### src/hw/rtl/bqm_pkg.sv
`timescale 1ns / 1ps
// ----------------------------------------------------------------------------
// bqm_pkg: shared types and constants of the multiform biquad filter
// Widths, register codes, micro-op encoding and the micro-program for the
// four filter structures, plus the state-range saturation helper.
// ----------------------------------------------------------------------------
package bqm_pkg;

    localparam int SAMPLE_BITS    = 24;
    localparam int COEF_BITS      = 32;
    localparam int COEF_FRAC_BITS = 28;
    localparam int GUARD_BITS     = 8;
    localparam int STATE_BITS     = SAMPLE_BITS + 2 * GUARD_BITS;

    // Five saturated products fit with room in four extra bits.
    localparam int ACC_BITS       = STATE_BITS + 4;

    // The state operand is split into two halves for the multiplier.
    localparam int MUL_LO_BITS    = STATE_BITS / 2;
    localparam int MUL_HI_BITS    = STATE_BITS - MUL_LO_BITS;
    localparam int LO_PROD_BITS   = MUL_LO_BITS + 1 + COEF_BITS;
    localparam int HI_PROD_BITS   = MUL_HI_BITS + COEF_BITS;
    localparam int PROD_BITS      = STATE_BITS + COEF_BITS;
    localparam int QUOT_BITS      = PROD_BITS - COEF_FRAC_BITS;
    localparam int WIDE_BITS      = (QUOT_BITS > ACC_BITS) ? QUOT_BITS : ACC_BITS;

    localparam int CFG_INDEX_BITS = 3;
    localparam int PC_BITS        = 5;
    localparam int NUM_REGS       = 9;

    typedef enum logic [CFG_INDEX_BITS-1:0] {
        REG_B0   = 3'd0,
        REG_B1   = 3'd1,
        REG_B2   = 3'd2,
        REG_A1   = 3'd3,
        REG_A2   = 3'd4,
        REG_FORM = 3'd5
    } cfg_reg_t;

    typedef enum logic [1:0] {
        FORM_DF1  = 2'd0,
        FORM_DF2  = 2'd1,
        FORM_TDF1 = 2'd2,
        FORM_TDF2 = 2'd3
    } form_t;

    typedef enum logic [2:0] {
        OP_END,
        OP_ADD,
        OP_MAC,
        OP_STORE,
        OP_MOVE
    } op_t;

    typedef enum logic [3:0] {
        R_X,
        R_W,
        R_Y,
        R_MID1,
        R_MID2,
        R_IN1,
        R_IN2,
        R_OUT1,
        R_OUT2
    } reg_sel_t;

    typedef enum logic [2:0] {
        C_B0,
        C_B1,
        C_B2,
        C_A1,
        C_A2
    } coef_sel_t;

    typedef enum logic [1:0] {
        CORE_IDLE,
        CORE_EXEC,
        CORE_WAIT
    } core_state_t;

    typedef enum logic [2:0] {
        MUL_IDLE,
        MUL_LO,
        MUL_HI,
        MUL_NORM,
        MUL_DONE
    } mul_state_t;

    typedef struct packed {
        op_t       op;
        reg_sel_t  src;
        coef_sel_t coef;
        reg_sel_t  dst;
    } uop_t;

    typedef struct packed {
        logic [COEF_BITS-1:0] b0;
        logic [COEF_BITS-1:0] b1;
        logic [COEF_BITS-1:0] b2;
        logic [COEF_BITS-1:0] a1;
        logic [COEF_BITS-1:0] a2;
    } coef_set_t;

    typedef struct packed {
        logic                  start;
        logic [STATE_BITS-1:0] operand;
        logic [COEF_BITS-1:0]  coef;
    } mul_req_t;

    typedef struct packed {
        logic                  done;
        logic                  ovf;
        logic [STATE_BITS-1:0] product;
    } mul_rsp_t;

    typedef struct packed {
        logic [STATE_BITS-1:0] value;
        logic                  ovf;
    } sat_t;

    // Clamp a wide signed value to the state range.
    function automatic sat_t sat_state(input logic signed [WIDE_BITS-1:0] v);
        sat_t r;
        if ((&v[WIDE_BITS-1:STATE_BITS-1]) || !(|v[WIDE_BITS-1:STATE_BITS-1])) begin
            r.value = v[STATE_BITS-1:0];
            r.ovf   = 1'b0;
        end
        else begin
            r.value = {v[WIDE_BITS-1], {(STATE_BITS-1){~v[WIDE_BITS-1]}}};
            r.ovf   = 1'b1;
        end
        return r;
    endfunction

    function automatic uop_t uop_make(input op_t op, input reg_sel_t src,
                                      input coef_sel_t cf, input reg_sel_t dst);
        uop_t u;
        u.op   = op;
        u.src  = src;
        u.coef = cf;
        u.dst  = dst;
        return u;
    endfunction

    // Micro-program of each structure. The end step reads y for the output.
    function automatic uop_t uop_fetch(input form_t form, input logic [PC_BITS-1:0] pc);
        uop_t u;
        u = uop_make(OP_END, R_Y, C_B0, R_Y);
        unique case (form)
            FORM_DF1:
            begin
                case (int'(pc))
                    0: u = uop_make(OP_MAC, R_X, C_B0, R_Y);
                    1: u = uop_make(OP_MAC, R_IN1, C_B1, R_Y);
                    2: u = uop_make(OP_MAC, R_IN2, C_B2, R_Y);
                    3: u = uop_make(OP_MAC, R_OUT1, C_A1, R_Y);
                    4: u = uop_make(OP_MAC, R_OUT2, C_A2, R_Y);
                    5: u = uop_make(OP_STORE, R_Y, C_B0, R_Y);
                    6: u = uop_make(OP_MOVE, R_IN1, C_B0, R_IN2);
                    7: u = uop_make(OP_MOVE, R_X, C_B0, R_IN1);
                    8: u = uop_make(OP_MOVE, R_OUT1, C_B0, R_OUT2);
                    9: u = uop_make(OP_MOVE, R_Y, C_B0, R_OUT1);
                    default: u = uop_make(OP_END, R_Y, C_B0, R_Y);
                endcase
            end
            FORM_DF2:
            begin
                case (int'(pc))
                    0: u = uop_make(OP_ADD, R_X, C_B0, R_W);
                    1: u = uop_make(OP_MAC, R_MID1, C_A1, R_W);
                    2: u = uop_make(OP_MAC, R_MID2, C_A2, R_W);
                    3: u = uop_make(OP_STORE, R_W, C_B0, R_W);
                    4: u = uop_make(OP_MAC, R_W, C_B0, R_Y);
                    5: u = uop_make(OP_MAC, R_MID1, C_B1, R_Y);
                    6: u = uop_make(OP_MAC, R_MID2, C_B2, R_Y);
                    7: u = uop_make(OP_STORE, R_Y, C_B0, R_Y);
                    8: u = uop_make(OP_MOVE, R_MID1, C_B0, R_MID2);
                    9: u = uop_make(OP_MOVE, R_W, C_B0, R_MID1);
                    default: u = uop_make(OP_END, R_Y, C_B0, R_Y);
                endcase
            end
            FORM_TDF1:
            begin
                case (int'(pc))
                    0:  u = uop_make(OP_ADD, R_X, C_B0, R_W);
                    1:  u = uop_make(OP_ADD, R_MID2, C_B0, R_W);
                    2:  u = uop_make(OP_STORE, R_W, C_B0, R_W);
                    3:  u = uop_make(OP_MAC, R_W, C_B0, R_Y);
                    4:  u = uop_make(OP_ADD, R_IN2, C_B0, R_Y);
                    5:  u = uop_make(OP_STORE, R_Y, C_B0, R_Y);
                    6:  u = uop_make(OP_MAC, R_W, C_B1, R_IN2);
                    7:  u = uop_make(OP_ADD, R_IN1, C_B0, R_IN2);
                    8:  u = uop_make(OP_STORE, R_IN2, C_B0, R_IN2);
                    9:  u = uop_make(OP_MAC, R_W, C_A1, R_MID2);
                    10: u = uop_make(OP_ADD, R_MID1, C_B0, R_MID2);
                    11: u = uop_make(OP_STORE, R_MID2, C_B0, R_MID2);
                    12: u = uop_make(OP_MAC, R_W, C_B2, R_IN1);
                    13: u = uop_make(OP_STORE, R_IN1, C_B0, R_IN1);
                    14: u = uop_make(OP_MAC, R_W, C_A2, R_MID1);
                    15: u = uop_make(OP_STORE, R_MID1, C_B0, R_MID1);
                    default: u = uop_make(OP_END, R_Y, C_B0, R_Y);
                endcase
            end
            FORM_TDF2:
            begin
                // The old in2 is consumed by y before in2 is rewritten.
                case (int'(pc))
                    0:  u = uop_make(OP_MAC, R_X, C_B0, R_Y);
                    1:  u = uop_make(OP_ADD, R_IN2, C_B0, R_Y);
                    2:  u = uop_make(OP_STORE, R_Y, C_B0, R_Y);
                    3:  u = uop_make(OP_MAC, R_X, C_B1, R_IN2);
                    4:  u = uop_make(OP_ADD, R_IN1, C_B0, R_IN2);
                    5:  u = uop_make(OP_MAC, R_Y, C_A1, R_IN2);
                    6:  u = uop_make(OP_STORE, R_IN2, C_B0, R_IN2);
                    7:  u = uop_make(OP_MAC, R_X, C_B2, R_IN1);
                    8:  u = uop_make(OP_MAC, R_Y, C_A2, R_IN1);
                    9:  u = uop_make(OP_STORE, R_IN1, C_B0, R_IN1);
                    default: u = uop_make(OP_END, R_Y, C_B0, R_Y);
                endcase
            end
        endcase
        return u;
    endfunction

endpackage

### src/hw/rtl/bqm_mul.sv
`timescale 1ns / 1ps
// ----------------------------------------------------------------------------
// bqm_mul: shared coefficient multiplier
// Multiplies a state-scale value by a coefficient in two half products,
// then floors away the coefficient fraction and saturates to state range.
// ----------------------------------------------------------------------------
module bqm_mul
    import bqm_pkg::*;
(
    input  logic     clk,
    input  logic     rst_n,
    input  mul_req_t req,
    output mul_rsp_t rsp
);

    mul_state_t state_reg;
    mul_state_t state_next;

    logic [STATE_BITS-1:0]          s_reg;
    logic [COEF_BITS-1:0]           c_reg;
    logic signed [LO_PROD_BITS-1:0] lo_reg;
    logic signed [HI_PROD_BITS-1:0] hi_reg;
    logic [STATE_BITS-1:0]          res_reg;
    logic                           ovf_reg;

    logic signed [LO_PROD_BITS-1:0] lo_prod;
    logic signed [HI_PROD_BITS-1:0] hi_prod;
    logic signed [PROD_BITS-1:0]    full_prod;
    logic signed [QUOT_BITS-1:0]    quot;
    sat_t                           quot_sat;

    // The low half is taken as unsigned, the high half carries the sign.
    assign lo_prod   = $signed({1'b0, s_reg[MUL_LO_BITS-1:0]}) * $signed(c_reg);
    assign hi_prod   = $signed(s_reg[STATE_BITS-1:MUL_LO_BITS]) * $signed(c_reg);
    assign full_prod = $signed({hi_reg, {MUL_LO_BITS{1'b0}}}) + PROD_BITS'(lo_reg);
    assign quot      = full_prod[PROD_BITS-1:COEF_FRAC_BITS];
    assign quot_sat  = sat_state(WIDE_BITS'(quot));

    always_comb
    begin
        state_next = state_reg;
        unique case (state_reg)
            MUL_IDLE: if (req.start) state_next = MUL_LO;
            MUL_LO:   state_next = MUL_HI;
            MUL_HI:   state_next = MUL_NORM;
            MUL_NORM: state_next = MUL_DONE;
            MUL_DONE: state_next = MUL_IDLE;
            default:  state_next = MUL_IDLE;
        endcase
    end

    always_comb
    begin
        rsp.done    = (state_reg == MUL_DONE);
        rsp.ovf     = ovf_reg;
        rsp.product = res_reg;
    end

    always_ff @(posedge clk or negedge rst_n)
    begin
        if (!rst_n)
        begin
            state_reg <= MUL_IDLE;
        end
        else
        begin
            state_reg <= state_next;
        end
    end

    always_ff @(posedge clk)
    begin
        unique case (state_reg)
            MUL_IDLE:
            begin
                if (req.start)
                begin
                    s_reg <= req.operand;
                    c_reg <= req.coef;
                end
            end
            MUL_LO:   lo_reg <= lo_prod;
            MUL_HI:   hi_reg <= hi_prod;
            MUL_NORM:
            begin
                res_reg <= quot_sat.value;
                ovf_reg <= quot_sat.ovf;
            end
            default:
            begin
            end
        endcase
    end

endmodule

### config.mk
export PLATFORM = sky130hd
export DESIGN_NAME = bqm_mul
export DESIGN_NICKNAME = d
export VERILOG_FILES = /design/src/hw/rtl/bqm_pkg.sv /design/src/hw/rtl/bqm_mul.sv
export SDC_FILE = /design/constraint.sdc
export NUM_CORES = 2
export LEC_CHECK = 0
export BUFFER_PORTS_ARGS = -buffer_cell sky130_fd_sc_hd__buf_4
export CAP_MARGIN = 40
export CELL_PAD_IN_SITES_DETAIL_PLACEMENT = 0
export CELL_PAD_IN_SITES_GLOBAL_PLACEMENT = 1
export CORE_UTILIZATION = 40
export CTS_CLUSTER_SIZE = 25
export DETAILED_ROUTE_END_ITERATION = 10
export PLACE_DENSITY_LB_ADDON = 0.12
export REMOVE_ABC_BUFFERS = 1
export SYNTH_ARGS = -nofsm -noshare
export SYNTH_HDL_FRONTEND = slang
export SYNTH_SLANG_ARGS = --single-unit
### constraint.sdc
create_clock -name clk -period 17.4 [get_ports clk]
set_clock_uncertainty 0.2 [all_clocks]
set_input_delay 1.74 -clock clk [delete_from_list [all_inputs] [get_ports clk]]
set_output_delay 1.74 -clock clk [all_outputs]
set_load 0.02 [all_outputs]
# ---- Word-level counts from Yosys, hierarchy flattened
# Cells that the tools add are included.
dict set report word_totals {
  register_bits 221
  latch_bits 0
  mem_bits_rw 0
  mem_bits_ro 0
  in_bits 75
  output_inout_bits 42
  elab_cells 25
  memories 0
}
dict set report classes {
  addsub 1
  n_mul 2
  div_mod_pow 0
  magnitude_cmp 0
  n_eq_ne 5
  shift 0
  muxes 3
  bitwise_logic 1
  reduce_logical 6
}
# cell count
set op_table {}
lappend op_table {{$add 72x53->72} 1}
lappend op_table {{$mul 21x32->53} 1}
lappend op_table {{$mul 20x32->52} 1}
lappend op_table {{$mux 41} 1}
lappend op_table {{$pmux 3 s4} 1}
lappend op_table {{$eq 3x2->1 const B} 2}
lappend op_table {{$reduce_and 5->1} 1}
lappend op_table {{$reduce_or 5->1} 1}
lappend op_table {{$eq 3x1->1 const B} 1}
lappend op_table {{$eq 3x3->1 const B} 1}
lappend op_table {{$logic_not 3->1} 1}
lappend op_table {{$mux 3} 1}
lappend op_table {{$ne 2x2->1 const B} 1}
lappend op_table {{$reduce_and 2->1} 1}
lappend op_table {{$logic_not 1->1} 1}
lappend op_table {{$logic_or 1x1->1} 1}
lappend op_table {{$not 1->1} 1}

# ---- Logic depth before layout (Yosys ltp)
dict set report depth {
  ltp_word 5
  mapped_depth 28
  ltp_nobuf 26
}

# ---- Worst setup path before layout
# No wires, ideal clock.
dict set report synth_path {
  kind {in2reg}
  start {input port req[72] (netlist name)}
  end {register c_reg[0] (enable)}
  arrival_ns 9.025
  t_required_ns 16.495
  setup_slack_ns 7.470
  path_stages 1
  path_buffers 0
  path_cell_list {nor4b_1}
}
dict set report synth_via {
  elab_chain_cells 1
}
# item line_no
set synth_lines {}
lappend synth_lines {{start: declaration} bqm_mul.sv:12} ;# input mul_req_t req,
lappend synth_lines {{$reduce_and 2->1 (no line)} --}
lappend synth_lines {{end signal: assignment} bqm_mul.sv:79} ;# c_reg <= req.coef;
lappend synth_lines {{end: declaration} bqm_mul.sv:20} ;# logic [COEF_BITS-1:0] c_reg;
# No other way between the ends.
# A chain may end at the register's enable or synchronous reset.

# ---- Final worst setup path
dict set report layout_path {
  start {register c_reg[12]}
  end {register lo_reg[40] (data pin)}
}
dict set report layout_via {
  elab_chain_cells 1
}
# item line_no
set layout_lines {}
lappend layout_lines {{$mul 21x32->53} bqm_mul.sv:33} ;# assign lo_prod = $signed({1'b0, s_reg[MUL_LO_BITS-1:0]}) * $signed(c_reg);
lappend layout_lines {{via lo_prod[40]} bqm_mul.sv:26} ;# logic signed [LO_PROD_BITS-1:0] lo_prod;
lappend layout_lines {{end signal: assignment} bqm_mul.sv:82} ;# MUL_LO: lo_reg <= lo_prod;
lappend layout_lines {{end: declaration} bqm_mul.sv:21} ;# logic signed [LO_PROD_BITS-1:0] lo_reg;
# The timed path passes the listed nets, and every way through them passes these cells.

==> results.py <==
metrics = {
    "timing": {
        "worst_pin_slew_ns": 0.9499,
        "finalCritPeriodShare": 0.4956,
        "period_minus_slack_ns": 8.624,
        "holdWs_ns": 0.4482,
        "slew_headroom": 0.3667,
        "setup_viol": 0,
        "clock.fmax_ghz": 0.1160,
        "hold_viol": 0,
        "worst_slack_ns": 8.776,
        "tns_ns": 0,
        "slew_viol_final": 0,
        "rsz0062_at_grt": "no",
    },
    "global_route": {
        "grt_overflow": 0,
        "gr-usage-met2": 0.3958,
        "grt.busiest_layer": "met2",
        "use_met1": 0.2956,
        "grt_pass1_wl_um": 235200,
        "track_usage": 0.2239,
        "antenna_found_initial": 3,
        "grt_max_degree": 54,
        "grt_util_met3": 0.01973,
        "grt_pass1_vias": 40750,
    },
    "clock_tree": {
        "htree_levels": 1,
        "numCtsBuffers": 29,
        "postCtsHoldBufs": 0,
        "clock_path_buffers": 3,
        "cts_tree": "yes",
        "clkLatencyLatePin_ns": 0.62,
        "cts_resized": 0,
        "clock-sinks": 201,
        "cts_root_buf": "clkbuf_16",
        "cts_setup_buffers": 0,
        "clk_pin_slew_ns": 0.07,
    },
    "routing": {
        "antenna_left": 0,
        "avgRoutedWirePerCell_um": 19.53,
        "vias": 36300,
        "viasPerCell": 4.934,
        "dr.first_iter.drc_count": 1897,
        "wirelength_um": 143700,
        "drc": 20,
        "first_pass_iters": 8,
    },
    "yosys": {
        "ys_seq_area_frac": 0.1117,
        "ys.flop_type": "edfxtp_1",
        "yosys_warnings": 0,
        "synth_top_area_cell": "fa_1",
        "synth_top_area_frac": 0.4715,
        "synth-edff-count": 198,
        "synth_common_cells": "1342 x inv_1, 1270 x fa_1, 683 x and2_1, 673 x nand2_1, 313 x ha_1",
        "syn_area_um2": 53920,
        "yosys-top-cells-area": "fa_1 47%, edfxtp_1 11%, inv_1 9.3%",
        "syn_avg_cell_area_um2": 9.602,
        "netlist_instances": 5615,
        "ys_seq_elements": 201,
        "synth_cell_types": 83,
        "async_reset_ff_frac": 0.01493,
        "yosysMostFrequentCell": "inv_1",
    },
    "die": {
        "io_pins": 117,
        "coreArea_um2": 133600,
        "dieHeight_um": 369.1,
        "rows": 134,
        "die_area_um2": 136300,
        "die-width_um": 369.1,
        "initial_utilization": 0.4035,
    },
    "placed_design": {
        "place_worst_setup_slack_ns": 8.718,
        "hpwlAfterDp_um": 111300,
        "place_congestion": 0.8553,
        "port_buffers": 116,
    },
    "layout": {
        "nFillCells": 13220,
        "nets": 7224,
        "largest_reg_flops": 52,
        "drive_above_1_share": 0.04885,
        "syn_to_final_growth_pct": 6.802,
        "final_core_util": 0.4309,
    },
    "flow_run": {
        "drv_cap": 0,
    },
    "critical_path": {
        "worstSetupEndpointType": "flop",
        "worst_ep_arrival_time_ns": 8.73,
        "start_kind": "flop",
        "worstPathRequired_ns": 17.51,
        "worstSetupPathType": "flop to flop",
        "path_max_fanout": 23,
    },
    "hold_path": {
        "hp-class": "flop to flop",
    },
    "run_status": {
        "status": "finished, violations left",
        "violations": "design-rule violations",
    },
}
[final cells by class]
class	count	area, um^2	share of cell area
diodes	1	2.502	0.00004346
clock buffers	32	737.0	0.01280
clock inverters	21	197.7	0.003433
inverters	1343	5041	0.08754
multi-input cells	3792	41780	0.7255
flip-flops and latches	201	6021	0.1046
well taps	1768	2212	0.03842
repair buffers	199	1594	0.02768
[worst paths after layout]
| path | cells after the start | startpoint | to | slack [ns] |
|---|---|---|---|---|
| max reg2reg | 21 | c_reg[12] | lo_reg[40] | 8.78 |
| min | 1 | state_reg[0] | state_reg[2] | 0.45 |
| max | 21 | c_reg[12] | lo_reg[40] | 8.78 |
| min in group asynchronous | 1 | rst_n | state_reg[2] | 0.72 |
| min reg2reg | 1 | state_reg[0] | state_reg[2] | 0.45 |
| max in group asynchronous | 1 | rst_n | state_reg[1] | 16.19 |
[cell families (layout without fill, tap and decap cells)]
logic type      Yosys count  after routing  share of synthesized area
compound gates          445            445                    0.05467
xor+xnor                140            140                    0.02288
fa+ha+maj              1583           1583                     0.5442
buf+inv                1622           1595                     0.1139
flops                   201            201                     0.1117
mux                       1              1                  0.0001857
other cells               0              1                          0
simple gates           1623           1623                     0.1525
[layout by cell type (no fill, tap or decap), types with 7 or more instances in the layout]
master,instances
inv_1,1342
nand2_1,673
edfxtp_1,198
and2_1,682
o21ai_0,74
nor3_1,22
xnor2_1,98
nor4_1,7
a21oi_1,130
clkinv_1,8
xor2_1,41
o21a_1,21
o21bai_1,14
a31oi_1,12
clkbuf_16,29
a21o_1,107
buf_4,193
ha_1,313
and3_1,13
nor2b_1,9
nand2b_1,20
nand3_1,27
fa_1,1270
a211oi_1,19
nor2_1,104
nand4_1,28
[layer usage]
layer	wire length (um)	up-vias
met5	0	-
met4	3859	0
met3	4804	138
met2	72840	566
met1	62210	19110
li1	-	16480
[worst max-delay path, cell delays in order, from the launching register on]
cell	delay (ns)
edfxtp_1	0.92
buf_4	0.44
and2_1	0.21
fa_1	0.43
fa_1	0.51
inv_1	0.05
fa_1	0.47
inv_1	0.05
fa_1	0.48
fa_1	0.57
fa_1	0.43
fa_1	0.45
ha_1	0.33
a21o_1	0.17
a21o_1	0.17
a21o_1	0.19
a211oi_1	0.59
nor4_1	0.21
nor3_1	0.68
nand2_1	0.17
a21oi_1	0.26
xnor2_1	0.35
[metrics by stage]
| stage | instances | area (um^2) |
|---|---|---|
| 6_report | 7357 | 57580 |
| 5_1_grt | 7356 | 57580 |
| 4_1_cts | 7355 | 57550 |
| 3_5_place_dp | 7302 | 56620 |
| 3_3_place_gp | 7297 | 56500 |
| 2_1_floorplan | 5336 | 52820 |
Power is left out: the tool's default activity adds up to more than one toggle a clock period on the data nets, which glitch-free logic cannot reach.
