**src/hw/rtl/bqm_pkg.sv**
```systemverilog
`timescale 1ns / 1ps
// ----------------------------------------------------------------------------
// bqm_pkg: shared types and constants of the multiform biquad filter
// Widths, register codes, micro-op encoding and the micro-program for the
// four filter structures, plus the state-range saturation helper.
// ----------------------------------------------------------------------------
package bqm_pkg;

    localparam int SAMPLE_BITS    = 24;
    localparam int COEF_BITS      = 32;
    localparam int COEF_FRAC_BITS = 28;
    localparam int GUARD_BITS     = 8;
    localparam int STATE_BITS     = SAMPLE_BITS + 2 * GUARD_BITS;

    // Five saturated products fit with room in four extra bits.
    localparam int ACC_BITS       = STATE_BITS + 4;

    // The state operand is split into two halves for the multiplier.
    localparam int MUL_LO_BITS    = STATE_BITS / 2;
    localparam int MUL_HI_BITS    = STATE_BITS - MUL_LO_BITS;
    localparam int LO_PROD_BITS   = MUL_LO_BITS + 1 + COEF_BITS;
    localparam int HI_PROD_BITS   = MUL_HI_BITS + COEF_BITS;
    localparam int PROD_BITS      = STATE_BITS + COEF_BITS;
    localparam int QUOT_BITS      = PROD_BITS - COEF_FRAC_BITS;
    localparam int WIDE_BITS      = (QUOT_BITS > ACC_BITS) ? QUOT_BITS : ACC_BITS;

    localparam int CFG_INDEX_BITS = 3;
    localparam int PC_BITS        = 5;
    localparam int NUM_REGS       = 9;

    typedef enum logic [CFG_INDEX_BITS-1:0] {
        REG_B0   = 3'd0,
        REG_B1   = 3'd1,
        REG_B2   = 3'd2,
        REG_A1   = 3'd3,
        REG_A2   = 3'd4,
        REG_FORM = 3'd5
    } cfg_reg_t;

    typedef enum logic [1:0] {
        FORM_DF1  = 2'd0,
        FORM_DF2  = 2'd1,
        FORM_TDF1 = 2'd2,
        FORM_TDF2 = 2'd3
    } form_t;

    typedef enum logic [2:0] {
        OP_END,
        OP_ADD,
        OP_MAC,
        OP_STORE,
        OP_MOVE
    } op_t;

    typedef enum logic [3:0] {
        R_X,
        R_W,
        R_Y,
        R_MID1,
        R_MID2,
        R_IN1,
        R_IN2,
        R_OUT1,
        R_OUT2
    } reg_sel_t;

    typedef enum logic [2:0] {
        C_B0,
        C_B1,
        C_B2,
        C_A1,
        C_A2
    } coef_sel_t;

    typedef enum logic [1:0] {
        CORE_IDLE,
        CORE_EXEC,
        CORE_WAIT
    } core_state_t;

    typedef enum logic [2:0] {
        MUL_IDLE,
        MUL_LO,
        MUL_HI,
        MUL_NORM,
        MUL_DONE
    } mul_state_t;

    typedef struct packed {
        op_t       op;
        reg_sel_t  src;
        coef_sel_t coef;
        reg_sel_t  dst;
    } uop_t;

    typedef struct packed {
        logic [COEF_BITS-1:0] b0;
        logic [COEF_BITS-1:0] b1;
        logic [COEF_BITS-1:0] b2;
        logic [COEF_BITS-1:0] a1;
        logic [COEF_BITS-1:0] a2;
    } coef_set_t;

    typedef struct packed {
        logic                  start;
        logic [STATE_BITS-1:0] operand;
        logic [COEF_BITS-1:0]  coef;
    } mul_req_t;

    typedef struct packed {
        logic                  done;
        logic                  ovf;
        logic [STATE_BITS-1:0] product;
    } mul_rsp_t;

    typedef struct packed {
        logic [STATE_BITS-1:0] value;
        logic                  ovf;
    } sat_t;

    // Clamp a wide signed value to the state range.
    function automatic sat_t sat_state(input logic signed [WIDE_BITS-1:0] v);
        sat_t r;
        if ((&v[WIDE_BITS-1:STATE_BITS-1]) || !(|v[WIDE_BITS-1:STATE_BITS-1])) begin
            r.value = v[STATE_BITS-1:0];
            r.ovf   = 1'b0;
        end
        else begin
            r.value = {v[WIDE_BITS-1], {(STATE_BITS-1){~v[WIDE_BITS-1]}}};
            r.ovf   = 1'b1;
        end
        return r;
    endfunction

    function automatic uop_t uop_make(input op_t op, input reg_sel_t src,
                                      input coef_sel_t cf, input reg_sel_t dst);
        uop_t u;
        u.op   = op;
        u.src  = src;
        u.coef = cf;
        u.dst  = dst;
        return u;
    endfunction

    // Micro-program of each structure. The end step reads y for the output.
    function automatic uop_t uop_fetch(input form_t form, input logic [PC_BITS-1:0] pc);
        uop_t u;
        u = uop_make(OP_END, R_Y, C_B0, R_Y);
        unique case (form)
            FORM_DF1:
            begin
                case (int'(pc))
                    0: u = uop_make(OP_MAC, R_X, C_B0, R_Y);
                    1: u = uop_make(OP_MAC, R_IN1, C_B1, R_Y);
                    2: u = uop_make(OP_MAC, R_IN2, C_B2, R_Y);
                    3: u = uop_make(OP_MAC, R_OUT1, C_A1, R_Y);
                    4: u = uop_make(OP_MAC, R_OUT2, C_A2, R_Y);
                    5: u = uop_make(OP_STORE, R_Y, C_B0, R_Y);
                    6: u = uop_make(OP_MOVE, R_IN1, C_B0, R_IN2);
                    7: u = uop_make(OP_MOVE, R_X, C_B0, R_IN1);
                    8: u = uop_make(OP_MOVE, R_OUT1, C_B0, R_OUT2);
                    9: u = uop_make(OP_MOVE, R_Y, C_B0, R_OUT1);
                    default: u = uop_make(OP_END, R_Y, C_B0, R_Y);
                endcase
            end
            FORM_DF2:
            begin
                case (int'(pc))
                    0: u = uop_make(OP_ADD, R_X, C_B0, R_W);
                    1: u = uop_make(OP_MAC, R_MID1, C_A1, R_W);
                    2: u = uop_make(OP_MAC, R_MID2, C_A2, R_W);
                    3: u = uop_make(OP_STORE, R_W, C_B0, R_W);
                    4: u = uop_make(OP_MAC, R_W, C_B0, R_Y);
                    5: u = uop_make(OP_MAC, R_MID1, C_B1, R_Y);
                    6: u = uop_make(OP_MAC, R_MID2, C_B2, R_Y);
                    7: u = uop_make(OP_STORE, R_Y, C_B0, R_Y);
                    8: u = uop_make(OP_MOVE, R_MID1, C_B0, R_MID2);
                    9: u = uop_make(OP_MOVE, R_W, C_B0, R_MID1);
                    default: u = uop_make(OP_END, R_Y, C_B0, R_Y);
                endcase
            end
            FORM_TDF1:
            begin
                case (int'(pc))
                    0:  u = uop_make(OP_ADD, R_X, C_B0, R_W);
                    1:  u = uop_make(OP_ADD, R_MID2, C_B0, R_W);
                    2:  u = uop_make(OP_STORE, R_W, C_B0, R_W);
                    3:  u = uop_make(OP_MAC, R_W, C_B0, R_Y);
                    4:  u = uop_make(OP_ADD, R_IN2, C_B0, R_Y);
                    5:  u = uop_make(OP_STORE, R_Y, C_B0, R_Y);
                    6:  u = uop_make(OP_MAC, R_W, C_B1, R_IN2);
                    7:  u = uop_make(OP_ADD, R_IN1, C_B0, R_IN2);
                    8:  u = uop_make(OP_STORE, R_IN2, C_B0, R_IN2);
                    9:  u = uop_make(OP_MAC, R_W, C_A1, R_MID2);
                    10: u = uop_make(OP_ADD, R_MID1, C_B0, R_MID2);
                    11: u = uop_make(OP_STORE, R_MID2, C_B0, R_MID2);
                    12: u = uop_make(OP_MAC, R_W, C_B2, R_IN1);
                    13: u = uop_make(OP_STORE, R_IN1, C_B0, R_IN1);
                    14: u = uop_make(OP_MAC, R_W, C_A2, R_MID1);
                    15: u = uop_make(OP_STORE, R_MID1, C_B0, R_MID1);
                    default: u = uop_make(OP_END, R_Y, C_B0, R_Y);
                endcase
            end
            FORM_TDF2:
            begin
                // The old in2 is consumed by y before in2 is rewritten.
                case (int'(pc))
                    0:  u = uop_make(OP_MAC, R_X, C_B0, R_Y);
                    1:  u = uop_make(OP_ADD, R_IN2, C_B0, R_Y);
                    2:  u = uop_make(OP_STORE, R_Y, C_B0, R_Y);
                    3:  u = uop_make(OP_MAC, R_X, C_B1, R_IN2);
                    4:  u = uop_make(OP_ADD, R_IN1, C_B0, R_IN2);
                    5:  u = uop_make(OP_MAC, R_Y, C_A1, R_IN2);
                    6:  u = uop_make(OP_STORE, R_IN2, C_B0, R_IN2);
                    7:  u = uop_make(OP_MAC, R_X, C_B2, R_IN1);
                    8:  u = uop_make(OP_MAC, R_Y, C_A2, R_IN1);
                    9:  u = uop_make(OP_STORE, R_IN1, C_B0, R_IN1);
                    default: u = uop_make(OP_END, R_Y, C_B0, R_Y);
                endcase
            end
        endcase
        return u;
    endfunction

endpackage

```
**src/hw/rtl/bqm_core.sv**
```systemverilog
`timescale 1ns / 1ps
// ----------------------------------------------------------------------------
// bqm_core: micro-sequencer, register file and accumulator
// Runs the micro-program one step per cycle save while a product or a stalled
// output is awaited; uses the shared multiplier and holds the result register.
// ----------------------------------------------------------------------------
module bqm_core
    import bqm_pkg::*;
(
    input  logic                   clk,
    input  logic                   rst_n,
    input  logic                   in_valid,
    output logic                   in_stall,
    input  logic [SAMPLE_BITS-1:0] sample_in,
    output logic                   out_valid,
    input  logic                   out_stall,
    output logic [SAMPLE_BITS-1:0] sample_out,
    output logic                   overflow,
    input  coef_set_t              coefs,
    input  form_t                  form,
    input  logic                   clear_state,
    output mul_req_t               mul_req,
    input  mul_rsp_t               mul_rsp
);

    localparam int RND_BITS   = STATE_BITS - GUARD_BITS + 1;
    localparam int ROUND_HALF = 1 << (GUARD_BITS - 1);

    core_state_t state_reg;
    core_state_t state_next;

    logic [PC_BITS-1:0]         pc_reg;
    logic signed [ACC_BITS-1:0] acc_reg;
    logic                       ovf_reg;
    logic [STATE_BITS-1:0]      rf_reg [NUM_REGS];
    logic                       out_valid_reg;
    logic [SAMPLE_BITS-1:0]     sample_out_reg;
    logic                       overflow_reg;

    uop_t                        uop;
    logic [STATE_BITS-1:0]       rd;
    logic [COEF_BITS-1:0]        coef_sel;
    logic [STATE_BITS-1:0]       x_ext;
    sat_t                        acc_sat;
    logic signed [STATE_BITS:0]  y_round;
    logic [RND_BITS-1:0]         y_scaled;
    logic [SAMPLE_BITS-1:0]      y_sample;
    logic                        y_ovf;
    logic                        out_free;
    logic                        end_fire;

    assign uop      = uop_fetch(form, pc_reg);
    assign rd       = rf_reg[uop.src];
    assign x_ext    = {{GUARD_BITS{sample_in[SAMPLE_BITS-1]}}, sample_in, {GUARD_BITS{1'b0}}};
    assign acc_sat  = sat_state(WIDE_BITS'(acc_reg));
    assign out_free = !out_valid_reg || !out_stall;
    assign end_fire = (state_reg == CORE_EXEC) && (uop.op == OP_END) && out_free;

    always_comb
    begin
        unique case (uop.coef)
            C_B0:    coef_sel = coefs.b0;
            C_B1:    coef_sel = coefs.b1;
            C_B2:    coef_sel = coefs.b2;
            C_A1:    coef_sel = coefs.a1;
            C_A2:    coef_sel = coefs.a2;
            default: coef_sel = coefs.b0;
        endcase
    end

    // Round to nearest with ties upward, then clamp to the sample range.
    assign y_round  = $signed({rd[STATE_BITS-1], rd}) + (STATE_BITS+1)'(ROUND_HALF);
    assign y_scaled = y_round[STATE_BITS:GUARD_BITS];

    always_comb
    begin
        if ((&y_scaled[RND_BITS-1:SAMPLE_BITS-1]) || !(|y_scaled[RND_BITS-1:SAMPLE_BITS-1]))
        begin
            y_sample = y_scaled[SAMPLE_BITS-1:0];
            y_ovf    = 1'b0;
        end
        else
        begin
            y_sample = {y_scaled[RND_BITS-1], {(SAMPLE_BITS-1){~y_scaled[RND_BITS-1]}}};
            y_ovf    = 1'b1;
        end
    end

    always_comb
    begin
        state_next = state_reg;
        unique case (state_reg)
            CORE_IDLE:
            begin
                if (in_valid) state_next = CORE_EXEC;
            end
            CORE_EXEC:
            begin
                if (uop.op == OP_MAC) state_next = CORE_WAIT;
                else if (end_fire) state_next = CORE_IDLE;
            end
            CORE_WAIT:
            begin
                if (mul_rsp.done) state_next = CORE_EXEC;
            end
            default: state_next = CORE_IDLE;
        endcase
    end

    always_comb
    begin
        in_stall        = (state_reg != CORE_IDLE);
        mul_req.start   = (state_reg == CORE_EXEC) && (uop.op == OP_MAC);
        mul_req.operand = rd;
        mul_req.coef    = coef_sel;
    end

    assign out_valid  = out_valid_reg;
    assign sample_out = sample_out_reg;
    assign overflow   = overflow_reg;

    always_ff @(posedge clk or negedge rst_n)
    begin
        if (!rst_n)
        begin
            state_reg     <= CORE_IDLE;
            pc_reg        <= '0;
            out_valid_reg <= 1'b0;
            for (int i = 0; i < NUM_REGS; i++)
            begin
                rf_reg[i] <= '0;
            end
        end
        else
        begin
            state_reg <= state_next;

            if (end_fire) out_valid_reg <= 1'b1;
            else if (!out_stall) out_valid_reg <= 1'b0;

            if (clear_state)
            begin
                rf_reg[R_MID1] <= '0;
                rf_reg[R_MID2] <= '0;
                rf_reg[R_IN1]  <= '0;
                rf_reg[R_IN2]  <= '0;
                rf_reg[R_OUT1] <= '0;
                rf_reg[R_OUT2] <= '0;
            end

            unique case (state_reg)
                CORE_IDLE:
                begin
                    if (in_valid)
                    begin
                        rf_reg[R_X] <= x_ext;
                        pc_reg      <= '0;
                    end
                end
                CORE_EXEC:
                begin
                    unique case (uop.op)
                        OP_ADD:   pc_reg <= pc_reg + 1'b1;
                        OP_STORE:
                        begin
                            rf_reg[uop.dst] <= acc_sat.value;
                            pc_reg          <= pc_reg + 1'b1;
                        end
                        OP_MOVE:
                        begin
                            rf_reg[uop.dst] <= rd;
                            pc_reg          <= pc_reg + 1'b1;
                        end
                        OP_MAC:
                        begin
                        end
                        OP_END:
                        begin
                        end
                        default:
                        begin
                        end
                    endcase
                end
                CORE_WAIT:
                begin
                    if (mul_rsp.done) pc_reg <= pc_reg + 1'b1;
                end
                default:
                begin
                end
            endcase
        end
    end

    always_ff @(posedge clk)
    begin
        unique case (state_reg)
            CORE_IDLE:
            begin
                if (in_valid)
                begin
                    acc_reg <= '0;
                    ovf_reg <= 1'b0;
                end
            end
            CORE_EXEC:
            begin
                if (uop.op == OP_ADD)
                begin
                    acc_reg <= acc_reg + ACC_BITS'($signed(rd));
                end
                else if (uop.op == OP_STORE)
                begin
                    acc_reg <= '0;
                    ovf_reg <= ovf_reg | acc_sat.ovf;
                end
            end
            CORE_WAIT:
            begin
                if (mul_rsp.done)
                begin
                    acc_reg <= acc_reg + ACC_BITS'($signed(mul_rsp.product));
                    ovf_reg <= ovf_reg | mul_rsp.ovf;
                end
            end
            default:
            begin
            end
        endcase

        if (end_fire)
        begin
            sample_out_reg <= y_sample;
            overflow_reg   <= ovf_reg | y_ovf;
        end
    end

endmodule

```
**config.mk**
```make
export PLATFORM = sky130hd
export DESIGN_NAME = bqm_core
export DESIGN_NICKNAME = d
export VERILOG_FILES = /design/src/hw/rtl/bqm_pkg.sv /design/src/hw/rtl/bqm_core.sv
export SDC_FILE = /design/constraint.sdc
export NUM_CORES = 1
export LEC_CHECK = 0
export BUFFER_PORTS_ARGS = -buffer_cell sky130_fd_sc_hd__buf_4
export CAP_MARGIN = 20
export CORE_MARGIN = 4
export CORE_UTILIZATION = 25
export CTS_BUF_LIST = sky130_fd_sc_hd__clkbuf_8
export CTS_CLUSTER_SIZE = 16
export DETAILED_ROUTE_END_ITERATION = 8
export PLACE_DENSITY = 0.52
export SYNTH_ARGS = -nofsm -noshare
export SYNTH_HDL_FRONTEND = slang
export SYNTH_SLANG_ARGS = --single-unit
```
**constraint.sdc**
```tcl
create_clock -name clk -period 8.3 [get_ports clk]
set_clock_uncertainty 0.1 [all_clocks]
set_input_delay 1.245 -clock clk [delete_from_list [all_inputs] [get_ports clk]]
set_output_delay 1.245 -clock clk [all_outputs]
set_load 0.02 [all_outputs]
```
# Word level (Yosys, flattened, before mapping)
# Memory sizes are Yosys's and may differ from the RTL's.
# Cells that the tools add are included.
totals:
  register_bits: 438
  rom_bits: 768
  input_bits: 233
  out_inout_bits: 100
  elab_cells: 127
  memories: 4
classes:
  n_addsub: 4
  order_cmp: 3
  eq_ne: 22
  muxes: 42
  bitwise_logic: 7
  reduce_logical: 29
mem_list:
  columns: ["memory", "words", "width", "read_ports", "rd_ports_with_merged_regs", "wr", "line", "text"]
  rows:
  - ["(no name shown)", 16, 14, 1, 0, 0, "bqm_pkg.sv:152", "case (int'(pc))"]
  - ["(no name shown)", 16, 12, 1, 0, 0, "bqm_pkg.sv:168", "case (int'(pc))"]
  - ["(no name shown)", 16, 11, 1, 0, 0, "bqm_pkg.sv:184", "case (int'(pc))"]
  - ["(no name shown)", 16, 11, 1, 0, 0, "bqm_pkg.sv:207", "case (int'(pc))"]
op_table:
  columns: ["cell", "count"]
  rows:
  - ["360-bit bitwise mux", 2]
  - ["360-bit one-hot mux with 2 select lines", 1]
  - ["240-bit 2-to-1 mux", 2]
  - ["44-bit 2-to-1 mux", 4]
  - ["40-bit binary-select mux with 4-bit select", 1]
  - ["40-bit demux with 4-bit select", 1]
  - ["40-bit 2-to-1 mux", 4]
  - ["44-bit one-hot mux with 3 select lines", 1]
  - ["32-bit one-hot mux with 4 select lines", 1]
  - ["44-bit by 40-bit adder with 44-bit output", 2]
  - ["40-bit one-hot mux with 2 select lines", 1]
  - ["14-bit 2-to-1 mux", 4]
  - ["14-bit one-hot mux with 4 select lines", 1]
  - ["40-bit by 9-bit adder with 41-bit output (second input constant)", 1]
  - ["41-bit 2-to-1 mux", 1]
  - ["24-bit 2-to-1 mux", 1]
  - ["5-bit 2-to-1 mux", 3]
  - ["5-bit one-hot mux with 3 select lines", 1]
  - ["3-bit by 2-bit equality test with 1-bit output (second input constant)", 4]
  - ["5-bit greater-or-equal comparator (second input constant)", 2]
  - ["4-bit inverter with 5-bit output", 2]
  - ["10-bit AND reduction", 1]
  - ["5-bit AND reduction", 2]
  - ["10-bit OR reduction", 1]
  - ["28 further kinds", 63]

# Logic depth before layout (Yosys ltp)
# An unclocked memory read counts as a cell.
logic_depth:
  depth_word: 13
  depth_mapped: 35
  mapped_depth_nobuf: 28

# Worst setup path after synthesis
# No wires, ideal clock.
synth_timing:
  path_type: "input to register"
  startpoint: "input form[1]"
  endpoint: "register acc_reg[41], data pin"
  setup_time_ns: 0.268
  arrival_time_ns: 7.101
  required_ns: 7.932
  setup_slack_ns: 0.831
  cell_stages: 29
  path_buffers: 7
  path_cell_list: "nand2b_1 > or3_1 > and4_1 > buf_4 > nor2_8 > buf_12 > buf_8 > buf_6 > buf_2 > buf_2 > buf_1 > nand2_1 > a311oi_1 > a31oi_1 > o21ai_0 > ha_1 > a21o_1 > a2111oi_0 > o21bai_1 > a21oi_1 > o31a_1 > o31ai_1 > a211oi_1 > o311ai_0 > o21ai_0 > nand2b_1 > a21oi_1 > xor2_1 > o22ai_1"
synth_lines:
  columns: ["item", "line", "text"]
  rows:
  - ["start: declaration", "bqm_core.sv:20", "input form_t form,"]
  - ["end signal: assignment", "bqm_core.sv:211", "acc_reg <= acc_reg + ACC_BITS'($signed(rd));"]
  - ["end signal: assignment", "bqm_core.sv:223", "acc_reg <= acc_reg + ACC_BITS'($signed(mul_rsp.product));"]
  - ["end: declaration", "bqm_core.sv:33", "logic signed [ACC_BITS-1:0] acc_reg;"]

# Final worst setup path
layout_timing:
  startpoint: "register pc_reg[0]"
  endpoint: "register acc_reg[41], data pin"
layout_between:
  elab_chain_cells: 10
  elab_cells_between_ends: 17
  cone_classes: "add/sub (1); eq/ne (1); mux (10); bitwise (1); memory (4)"
layout_lines:
  columns: ["item", "line", "text"]
  rows:
  - ["start: declaration", "bqm_core.sv:32", "logic [PC_BITS-1:0] pc_reg;"]
  - ["start signal: assignment", "bqm_core.sv:163", "OP_ADD: pc_reg <= pc_reg + 1'b1;"]
  - ["start signal: assignment", "bqm_core.sv:167", "pc_reg <= pc_reg + 1'b1;"]
  - ["start signal: assignment", "bqm_core.sv:172", "pc_reg <= pc_reg + 1'b1;"]
  - ["memory 16 x 11 bit, or another cell as far along", null, null]
  - ["14-bit 2-to-1 mux, on equally long branches", null, null]
  - ["14-bit one-hot mux with 4 select lines *", "bqm_pkg.sv:149", "unique case (form)"]
  - ["4-bit inverter with 5-bit output (implied by the code)", "bqm_core.sv:53", "assign rd = rf_reg[uop.src];"]
  - ["40-bit binary-select mux with 4-bit select", "bqm_core.sv:53", null]
  - ["40-bit 2-to-1 mux (implied by the code) (2 in series)", "bqm_core.sv:53", null]
  - ["44-bit by 40-bit adder with 44-bit output", "bqm_core.sv:211", null]
  - ["44-bit 2-to-1 mux *", "bqm_core.sv:209", "if (uop.op == OP_ADD)"]
  - ["44-bit one-hot mux with 3 select lines *", "bqm_core.sv:198", "unique case (state_reg)"]
# Mark *: on every way between the ends. The rest lies on a longest branch, timed or not. The select of a mux whose other input is x is not followed.
# A chain may end at the register's enable or synchronous reset.

==> results.txt <==
The logs give 82 for the TritonCTS buffer count and 11,300 µm² for the storage element area. The growth of design area from synthesis to finish was 21.3%. In this run the most critical hold path is launched from rf_reg[252]. Endpoint of the lowest-slack register-to-register path: acc_reg[41].

The class of the tightest hold or removal check was reg -> reg. The count of buffers from port buffering is 332, and the count of flip-flops with a built-in enable after synthesis is 70. The cell depth of the worst hold path is 1. VDD sags by at most 0.337 mV. Dividing the synthesized area by the synthesized cell count gives 8.55 µm². The flow ran to the end, and the final reports show no timing, DRC or antenna violations. The initial utilization of the core area, before any placement, comes to 25.1%. The distinct cell type count of the synthesized netlist is 101.

Global routing consumed, on the met2 layer, 34.7% of the routing resources. The via count of the first global-routing pass was 29,700. Counting cells, the worst reg-to-reg path comes to 26.

The worst register-to-register path has a setup slack of 0.72 ns. For the area of all placed cells without fillers, the log shows 36,000 µm². The logs give 29,600 µm² for the synthesized cell area and 15.5 nW for the leakage component of the power.

Sort of element at the end of the critical path: a flop. For met3 alone, demand over resource in global routing was 5.36%. Final-report max-slew violation count: 0.

The startpoint-to-endpoint class of the critical path was reg -> reg. The net load switching power is 8.55 mW. The most instantiated flip-flop cell in the synthesis netlist is dfrtp_1. In this run, the clock network consumes 13.7% of the power.

The slew at the pin closest to its max-slew limit is 1.21 ns. Fill cells in the final layout number 12,600. The total routing usage reported by global routing was 21.9%; the peak per-stage delay on the critical path was 0.66 ns. On the critical path, the stage with the largest delay is an instance of dfrtp_1. Global routing's busiest layer: met2. Setup repair after global routing left no endpoint under its margin.

The internal portion of the total power is 7.48 mW. The remaining antenna violation count after routing was 0; the starting DRC count in detailed routing was 3,299. The post-route netlist has 18.0% of its cells at a drive strength greater than 1. The clock period minus final worst setup slack is 7.58 ns, and the post-detailed-routing wire length is 143 mm. The post-placement cell area was 34,200 µm²; the number of buffer and inverter stages on the critical path was 1.

Along the worst path, the maximum fanout reaches 29. Summing over every cut layer, the via total after detailed routing is 30,800. The tools report the tightest slew margin relative to the limit as 18.6%.

Of the total power, combinational logic draws 65.6%. Of the available clock period, the critical path in the final layout requires 91.4%. The required time at the endpoint of the critical path was 8.60 ns; the fraction of synthesized cell area taken by the top area cell type was 31.1%.

The register clock-pin slew on the reported worst setup and hold paths came out at 0.06 ns. After legalization and detailed placement, the total HPWL measured 101 mm. For the total clock sinks, the log shows 438. The vias per cell is 5.75, and the number of rows created at floorplan is 126. The path with the worst hold slack has its endpoint at rf_reg[252]. The tools report the initial antenna violation count as 7.

The largest net degree at the start of global routing was 163; the area of combinational cells with multiple inputs was 17,200 µm². STA classifies the critical path startpoint as a flop. Before antenna repair, the detailed router went through 6 iterations.

In this run the critical register-to-register path is launched from pc_reg[0]. The gate family responsible for the most delay along the worst path was compound AO/OA/AOI/OAI gates. CTS placed an instance of clkbuf_8 at the clock tree root. The design draws 16.0 mW.

Setup violations remaining at the end of the flow were counted as 0. The met1 track demand over resource in global routing was 28.6%. Net switching is 53.3% of the power. For the worst-skew pair, the clock arrives at the later sink with an insertion delay of 0.72 ns.

For the worst setup path, the data arrival time is 7.89 ns. Highest clock rate: 132 MHz. Synthesis produced 3,467 cells. The async set-reset flop share out of synthesis is 84.0%. The dominant cell type by count on the critical path is a21oi_1. The logs give 3 for the largest buffer count on any clock path and 38.2% for the portion of the post-synthesis area used by sequential elements. The final layout net count came out at 4,102.

The routability congestion estimate is 0.993, and the number of warnings issued by yosys is 0. The first global-routing pass estimated 207 mm of wire. For this design the top-level I/O count stands at 333.

In the final routed layout, each cell accounts on average for 26.7 µm. The largest total area in the synthesized netlist belongs to dfrtp_1. The number of synthesized register bits is 438. The register with the most flip-flops in the layout has 360 of them. The die area came out at 124,000 µm². Summed over all failing endpoints, the final setup total negative slack is 0 ns. The run gives 3,810 as the net count after synthesis. TritonCTS built the clock tree. The power share of the sequential group is 20.7%. Sorting the synthesized cells by area gives the leading types as dfrtp_1, a21oi_1, edfxtp_1. The total power per unit cell area was 446 nW/µm². In this run the horizontal extent of the chip is 352 µm. Across the run, the number of max-cap violations was 0. The height of the die was 352 µm; the number of buffers inserted for hold repair after clock tree synthesis was 0.

The number of hold-slack violations in the final timing report was 0. The total overflow left after global routing is 0. For this run, design rule violations remaining after detail routing come to 0. The H-tree was split into 3 levels. In this run the standard cell core region covers 118,000 µm².
[cells in the mapped netlist, drive strengths merged, types with 37 or more instances]
cell type and number:
nand3 138, xor2 37, a31oi 74, a22o 167
nor3 38, ha 108, xnor2 65, edfxtp 70
a21oi 434, o21ai 251, inv 55, o32a 51
buf 80, and3 46, nand2 414, nand4 47
nor2 262, a22oi 88, dfrtp 368, a21o 50
o22ai 40, clkbuf 182
[area by class of cell]
type                            count  share of cell area (%)
Clock inverter                     45                   0.766
Inverter                           57                   0.595
Sequential cell                   438                    31.5
Tap cell                         1536                    5.35
Antenna cell                        2                  0.0139
Clock buffer                      100                    3.83
Multi-Input combinational cell   2710                    47.9
Timing Repair Buffer              470                    10.0
[how the worst max path moves through the flow]
stage          startpoint          end  slack, ns  cells past startpoint
2_1_floorplan     form[1]  acc_reg[41]       0.83                     29
3_3_place_gp      form[1]  acc_reg[41]       0.41                     25
3_5_place_dp      form[1]  acc_reg[41]       0.46                     22
4_1_cts         pc_reg[0]  acc_reg[41]       0.66                     26
5_1_grt         pc_reg[0]  acc_reg[41]       0.24                     26
6_report        pc_reg[0]  acc_reg[41]       0.72                     26
[what timing repair did]
action | in CTS | in global routing
setup buffers | 0 | 0
resized for setup | 0 | 1
setup endpoints to repair | 0 | 1
endpoints found under the hold margin | 0 | 0
[logic make-up (layout without fill, tap and decap cells)]
| group | Yosys count | in the layout | share of synthesized area (%) |
|---|---|---|---|
| xor+xnor | 102 | 102 | 3.04 |
| simple gates | 1089 | 1089 | 17.2 |
| mux | 50 | 50 | 2.15 |
| flops | 438 | 438 | 38.2 |
| buf+inv | 319 | 672 | 4.58 |
| compound gates | 1359 | 1359 | 30.1 |
| fa+ha+maj | 110 | 110 | 4.70 |
| other cells | 0 | 2 | 0 |
[routing by layer]
layer / part of all wire [%] / wire length [µm]
met5: 0.034 / 48
met3: 9.5 / 13500
met1: 42 / 59600
met2: 44 / 63700
met4: 4.3 / 6220
[placed cells by master, fill, tap and decap left out, types with 23 or more instances in the layout]
master       n
buf_4      455
a21oi_1    428
nand2_1    412
dfrtp_1    368
nor2_1     247
o21ai_0    231
a22o_1     167
nand3_1    136
ha_1       107
clkbuf_8   100
a22oi_1     85
inv_1       82
a31oi_1     70
edfxtp_1    70
xnor2_1     64
o32a_1      50
a21o_1      50
and3_1      46
nand4_1     45
o22ai_1     40
xor2_1      37
nor3_1      36
mux2i_1     33
o21bai_1    29
and2_1      27
a211oi_1    24
nand2b_1    23
nand3b_1    23
a2111oi_0   23
[metrics by stage]
stage,hold WS [ns],util [%],std cells,setup WS [ns]
floorplan,0.358,-,3467,0.831
global placement,0.373,29.0,5200,0.414
detailed placement,0.379,29.0,5205,0.462
CTS,0.395,30.4,5350,0.663
global route,0.400,30.5,5358,0.238
finish,0.394,30.5,5358,0.716
[power by group through the flow]
stage	sequential (mW)	clock [mW]	combinational (mW)
floorplan	3.13	0	6.28
global placement	3.33	0	10.2
detailed placement	3.33	0	10.3
CTS	3.30	2.23	10.3
global route	3.36	2.32	11.2
finish	3.32	2.19	10.5
Note: power is estimated with default switching activity, not from simulation.
